## config.mk

```make
export PLATFORM = sky130hd
export DESIGN_NAME = rbs_ctrl
export DESIGN_NICKNAME = d
export VERILOG_FILES = /design/src/rtl/rendezvous_bin_select_core_defines.svh /design/src/rtl/rbs_pkg.sv /design/src/rtl/rbs_ctrl.sv
export SDC_FILE = /design/constraint.sdc
export NUM_CORES = 1
export LEC_CHECK = 0
export BUFFER_PORTS_ARGS = -buffer_cell sky130_fd_sc_hd__clkbuf_2
export CAP_MARGIN = 10
export CORE_AREA = 2 2 39 41
export CTS_BUF_LIST = sky130_fd_sc_hd__clkbuf_8
export CTS_CLUSTER_SIZE = 40
export DETAILED_ROUTE_END_ITERATION = 10
export DIE_AREA = 0 0 41 43
export HOLD_SLACK_MARGIN = 0.05
export PLACE_DENSITY = 0.63
export SKIP_LAST_GASP = 1
export SYNTH_ARGS = -nofsm -noshare
export SYNTH_HDL_FRONTEND = slang
export SYNTH_SLANG_ARGS = --single-unit
export TNS_END_PERCENT = 20
```

## constraint.sdc

```tcl
create_clock -name clk -period 2.36 [get_ports clk]
set_input_delay 0.118 -clock clk [delete_from_list [all_inputs] [get_ports clk]]
set_output_delay 0.118 -clock clk [all_outputs]
set_load 0.03 [all_outputs]
```

## src/rtl/rendezvous_bin_select_core_defines.svh

```systemverilog
// Assertion macros used by the top-level core to check its own logic.
`ifndef RENDEZVOUS_BIN_SELECT_CORE_DEFINES_SVH
`define RENDEZVOUS_BIN_SELECT_CORE_DEFINES_SVH

// The consequent must hold in the same cycle as the antecedent.
`define RBS_ASSERT_SAME(label, ante, cons, msg) \
  label: assert property (@(posedge clk) disable iff (!rst_n) (ante) |-> (cons)) \
    else $error(msg);

// The consequent must hold in the cycle after the antecedent.
`define RBS_ASSERT_NEXT(label, ante, cons, msg) \
  label: assert property (@(posedge clk) disable iff (!rst_n) (ante) |=> (cons)) \
    else $error(msg);

`endif

```

## src/rtl/rbs_pkg.sv

```systemverilog
package rbs_pkg;

  localparam int MUL_STEPS = 7;

  typedef logic [2:0] step_t;

  typedef enum logic [2:0] {
    ST_IDLE,
    ST_READ,
    ST_MUL,
    ST_ACC,
    ST_CMP,
    ST_DONE
  } state_t;

  typedef struct packed {
    logic  load;
    logic  init;
    logic  rd_en;
    logic  mul_en;
    logic  cmp_en;
    step_t step;
  } rbs_cmd_t;

  typedef struct packed {
    logic last_node;
  } rbs_status_t;

  // Each step multiplies one 32-bit seed limb by one 32-bit key limb. Only the
  // partial products that reach below bit 128 are formed.
  function automatic logic [1:0] step_seed_limb(step_t step);
    logic [1:0] limb;
    case (step)
      3'd0: limb = 2'd0;
      3'd1: limb = 2'd0;
      3'd2: limb = 2'd1;
      3'd3: limb = 2'd1;
      3'd4: limb = 2'd2;
      3'd5: limb = 2'd2;
      3'd6: limb = 2'd3;
      default: limb = 2'd0;
    endcase
    return limb;
  endfunction

  function automatic logic step_key_limb(step_t step);
    logic limb;
    case (step)
      3'd1: limb = 1'b1;
      3'd3: limb = 1'b1;
      3'd5: limb = 1'b1;
      default: limb = 1'b0;
    endcase
    return limb;
  endfunction

  // The product is shifted left by this code times 32 bits.
  function automatic logic [1:0] step_shift(step_t step);
    return step_seed_limb(step) + {1'b0, step_key_limb(step)};
  endfunction

endpackage

```

## src/rtl/rbs_ctrl.sv

```systemverilog
module rbs_ctrl
  import rbs_pkg::*;
(
  input  logic        clk,
  input  logic        rst_n,
  input  logic        start,
  input  logic        mode,
  input  rbs_status_t status,
  output rbs_cmd_t    cmd,
  output logic        busy,
  output logic        done
);

  state_t state_r, state_nxt;
  step_t  step_r, step_nxt;

  always_ff @(posedge clk) begin
    if (!rst_n) begin
      state_r <= ST_IDLE;
      step_r  <= '0;
    end else begin
      state_r <= state_nxt;
      step_r  <= step_nxt;
    end
  end

  always_comb begin
    state_nxt = state_r;
    step_nxt  = step_r;
    case (state_r)
      ST_IDLE: begin
        if (start && mode) begin
          state_nxt = ST_READ;
        end
      end
      ST_READ: begin
        state_nxt = ST_MUL;
        step_nxt  = '0;
      end
      ST_MUL: begin
        step_nxt = step_r + 3'd1;
        if (step_r == step_t'(MUL_STEPS - 1)) begin
          state_nxt = ST_ACC;
        end
      end
      ST_ACC: begin
        state_nxt = ST_CMP;
      end
      ST_CMP: begin
        state_nxt = status.last_node ? ST_DONE : ST_READ;
      end
      ST_DONE: begin
        state_nxt = ST_IDLE;
      end
      default: begin
        state_nxt = ST_IDLE;
      end
    endcase
  end

  always_comb begin
    cmd      = '0;
    cmd.step = step_r;
    busy     = 1'b1;
    done     = 1'b0;
    case (state_r)
      ST_IDLE: begin
        busy     = 1'b0;
        cmd.load = start && !mode;
        cmd.init = start && mode;
      end
      ST_READ: cmd.rd_en  = 1'b1;
      ST_MUL:  cmd.mul_en = 1'b1;
      ST_ACC:  cmd.mul_en = 1'b0;
      ST_CMP:  cmd.cmp_en = 1'b1;
      ST_DONE: done       = 1'b1;
      default: busy       = 1'b1;
    endcase
  end

endmodule

```

; ---- Word level (Yosys, flattened, before mapping)
; Cells that the tools add are included.
[word_totals]
regBits = 6
inputBits = 5
out_inout_bits = 10
word_cells = 28
[op_classes]
addsub = 1
eq_ne = 8
muxes = 11
reduce_logical = 6
[op_table]
columns = operator, count
row1 = $pmux W3 S5, 1
row2 = $eq A3 B3 Y1 const B, 3
row3 = $mux W3, 3
row4 = $eq A3 B2 Y1 const B, 2
row5 = $pmux W3 S2, 1
row6 = $mux W1, 5
row7 = $ne A2 B2 Y1 const B, 2
row8 = $add A3 B1 Y3 const B, 1
row9 = $eq A3 B1 Y1 const B, 1
row10 = $logic_not A3 Y1, 1
row11 = $logic_and A1 B1 Y1, 2
row12 = $mux W2, 1
row13 = $reduce_and A2 Y1, 1
row14 = $reduce_bool A2 Y1, 1
row15 = $logic_not A1 Y1, 1

; ---- Logic depth before layout (Yosys ltp)
[logic_depth]
word_depth = 3
depth_mapped = 5
ltp_nobuf = 5

; ---- Worst setup path after synthesis
; OpenSTA, ideal clock, no wires.
[synth_timing]
path_type = register to register
startpoint = reg state_r[0]
endpoint = reg step_r[2]
setup_time_ns = 0.162
t_arrival_ns = 1.453
t_required_ns = 2.198
setup_slack_ns = 0.745
stages_incl_launch_ff = 4
n_path_buf = 1
period_less_slack_ns = 1.615
cell_sequence = dfxtp_1 -> buf_4 -> nor3b_1 -> nor3_1
[synth_via]
elab_chain_cells = 2
elab_cells_between_ends = 4
cone_classes = eq/ne (2) / mux (1) / reduce/logical (1)
[synth_lines]
columns = element, line_no
row1 = start: declaration, rbs_ctrl.sv:14  ; state_t state_r, state_nxt;
row2 = start signal: assignment, rbs_ctrl.sv:22  ; state_r <= state_nxt;
row3 = $eq A3 B2 Y1 or $eq A3 B1 Y1 (tied branches), rbs_ctrl.sv:30  ; case (state_r)
row4 = $pmux W3 S2 or $reduce_bool A2 Y1 (tied branches), -
row5 = end signal: assignment, rbs_ctrl.sv:23  ; step_r <= step_nxt;
row6 = end: declaration, rbs_ctrl.sv:15  ; step_t step_r, step_nxt;
; Parallel ways exist; a longest one is shown, timed or not.
; A chain may end at the register's enable or synchronous reset.

==> results.toml <==
[timing]
fin_tns_setup_ns = 0
fin_skew_ns = 0.002521
slew-limit-headroom_pct = 66.78
rsz0062_at_grt = "no"
finalSetupViolations = 0
final.setup.worst_slack_ns = 0.8032
tightest_slew_ns = 0.4976
final_hold_viol_count = 0
period_needed_ns = 1.557
drv_slew = 0
max_freq_mhz = 642.3
final.period_utilization_pct = 65.97

[route]
dr.pass1.iters = 2
viasPerCell = 4.849
ant_nets = 0
drcViolationCount = 0
drt-wirelength-per-cell_um = 10.23
vias = 354
routed_wirelength_um = 747
drt_iter0_drc = 3

[finish]
fin_util_pct = 35.62
fin_nets = 66
fillers = 150
layout_commonest_cell = "clkbuf_2"
drive_gt1_share_pct = 42.11
multi_input_area_um2 = 230.2
area_delta_synth_final_pct = 29.61
register_area_um2 = 120.1
fin_cells = 73
most-common-layout-cells = "clkbuf_2 (14), nor2_1 (6), dfxtp_1 (6), clkbuf_8 (3)"
diodes = 0
stdcell_area_um2 = 493.0

[floorplan]
fp.dieW_um = 41
die-area_um2 = 1763
rows = 14
ios = 15
core_area_um2 = 1384
initial_core_util_pct = 27.49
die_y_um = 43

[setup_path]
crit_arrival_ns = 1.44
crit_buf_inv = 1
cp_slowest_stage_delay_ns = 0.62
worstPathCellList = "nor3b_1, clkbuf_2"
timing_worst_setup_path_type = "reg -> out"
crit_slowest_cell = "dfxtp_1"
endpoint_kind = "output pin"
critPathLaunchType = "flop"
crit_required_ns = 2.24
crit_fanout = 14
critical-path-top-delay-family = "flip-flops"

[power_and_ir_drop]
p_comb_share_pct = 43.2
power.internal_w = 0.0003316
swShare_pct = 43.63
pwr-share-clk_pct = 25.6
powerDensity_nw_per_um2 = 1193
leakagePower_nw = 0.2348
switchingPower_w = 0.0002566
peakVddDrop_v = 0.0008598
seq_power_share_pct = 31.2

[min_path]
hp-class = "in -> reg"

[clock_network]
clk_latency_ns = 0.22
cts_resized = 0
htree_levels = 1
cts.sink_count = 6
cts_tree = "built"
cts_made_buffers = 3
post_cts_buffers = 0
clk_pin_slew_ns = 0.04
clockRootBuffer = "clkbuf_8"
clockBufferDepth = 2
hold_buffers = 0

[grt]
grt_pass1_vias = 278
grt_antenna_before_repair = 0
overflow = 0
grt_pass1_wl_mm = 1.076
grt_max_degree = 15
grt_usage_pct = 9.347

[flow_run]
maxCapViolations = 0

[synth]
syn_area_per_cell_um2 = 9.056
syn-cell-area_um2 = 380.4
synthCells = 42
syn-num-nets = 49
synth.distinct_cells = 24
ys_ff_latch = 6
yosys_warnings = 0
seq_area_frac_synth_pct = 31.58

[placement]
gp_congestion = 0.7582
place_inst = 70
portBuffers = 14
pre_cts_ws_ns = 1.035
dp_hpwl_um = 537.5
dpl_cell_area_um2 = 451.7

[outcome]
status = "complete, no violations"
-- flip-flops by register name, indices dropped and copies added (netlist names) --
signal and flops:
step_r 3, state_r 3
-- power groups by stage --
stage | Sequential (W) | Combinational [W] | Clock (W)
5_1_grt | 0.000189 | 0.000278 | 0.000164
3_5_place_dp | 0.000184 | 0.000253 | 0
6_report | 0.000184 | 0.000254 | 0.000150
4_1_cts | 0.000183 | 0.000256 | 0.000154
3_3_place_gp | 0.000182 | 0.000252 | 0
2_1_floorplan | 0.000160 | 0.000236 | 0
-- metal layers --
metal  global-route usage, %  wire (µm)  vias up
met3                   7.853         64        2
met1                   9.677        332      162
met2                   14.06        341       10
li1                        -          -      180
met4                   2.000          9        0
met5                       0          0        -
-- final cells by class --
class	instances	area share [%]
sequential	6	24.37
tap	16	4.061
clock buffer	3	8.376
timing repair buffer	14	14.21
multi-input combinational	31	46.70
inverter	3	2.284
-- cells by family (layout without fill, tap and decap cells) --
| group | after synthesis | count (layout) | synth area share (%) |
|---|---|---|---|
| buf+inv | 5 | 20 | 7.895 |
| simple gates | 20 | 20 | 34.21 |
| fa+ha+maj | 2 | 2 | 6.578 |
| xor+xnor | 2 | 2 | 4.606 |
| compound gates | 7 | 7 | 15.13 |
| flops | 6 | 6 | 31.58 |
-- Yosys cell counts --
cell type	count	share of area, %
nor3_1	2	2.6
and3_1	1	1.6
inv_1	2	2.0
ha_1	2	6.6
and2b_4	1	2.6
a221oi_1	1	2.3
dfxtp_1	6	32
nor3_2	1	2.6
buf_4	1	2.0
a21o_2	1	2.3
a2111oi_2	1	3.9
nor3b_2	1	3.3
nor3b_1	2	3.9
a21oi_1	2	2.6
and3b_2	1	2.6
inv_2	1	0.99
nor2b_1	1	1.6
nor2_1	6	5.9
buf_6	1	3.0
nand3b_1	1	2.0
nand2_1	2	2.0
a22oi_1	2	3.9
xnor2_1	2	4.6
and4bb_1	1	3.3
-- tightest hold or removal path: cells and delay by family --
family / cells / cell delay [ns]
AOI/OAI and AO/OA: 1 / 0.07
buffers and inverters: 1 / 0.08
and+or+nand+nor: 1 / 0.08
-- final timing paths --
kind / cells past startpoint / slack (ns) / startpoint / end
setup reg to reg: 4 / 1.08 / state_r[0]$_SDFFE_PN0P_ / state_r[0]$_SDFFE_PN0P_
setup / recovery: 2 / 0.80 / state_r[0]$_SDFFE_PN0P_ / cmd[5]
hold / removal: 3 / 0.16 / status / state_r[2]$_SDFFE_PN0P_
hold reg to reg: 2 / 0.52 / step_r[1]$_SDFFE_PN0P_ / step_r[1]$_SDFFE_PN0P_
-- stage by stage --
step | hold WS [ns] | total power (W)
after detailed placement | 0.3839 | 0.0004375
after global placement | 0.3784 | 0.0004346
after CTS | 0.1591 | 0.0005937
after global routing | 0.1742 | 0.0006312
after floorplan | 0.2787 | 0.0003965
final | 0.1568 | 0.0005882
No activity file was read; power rests on OpenSTA's default activity.
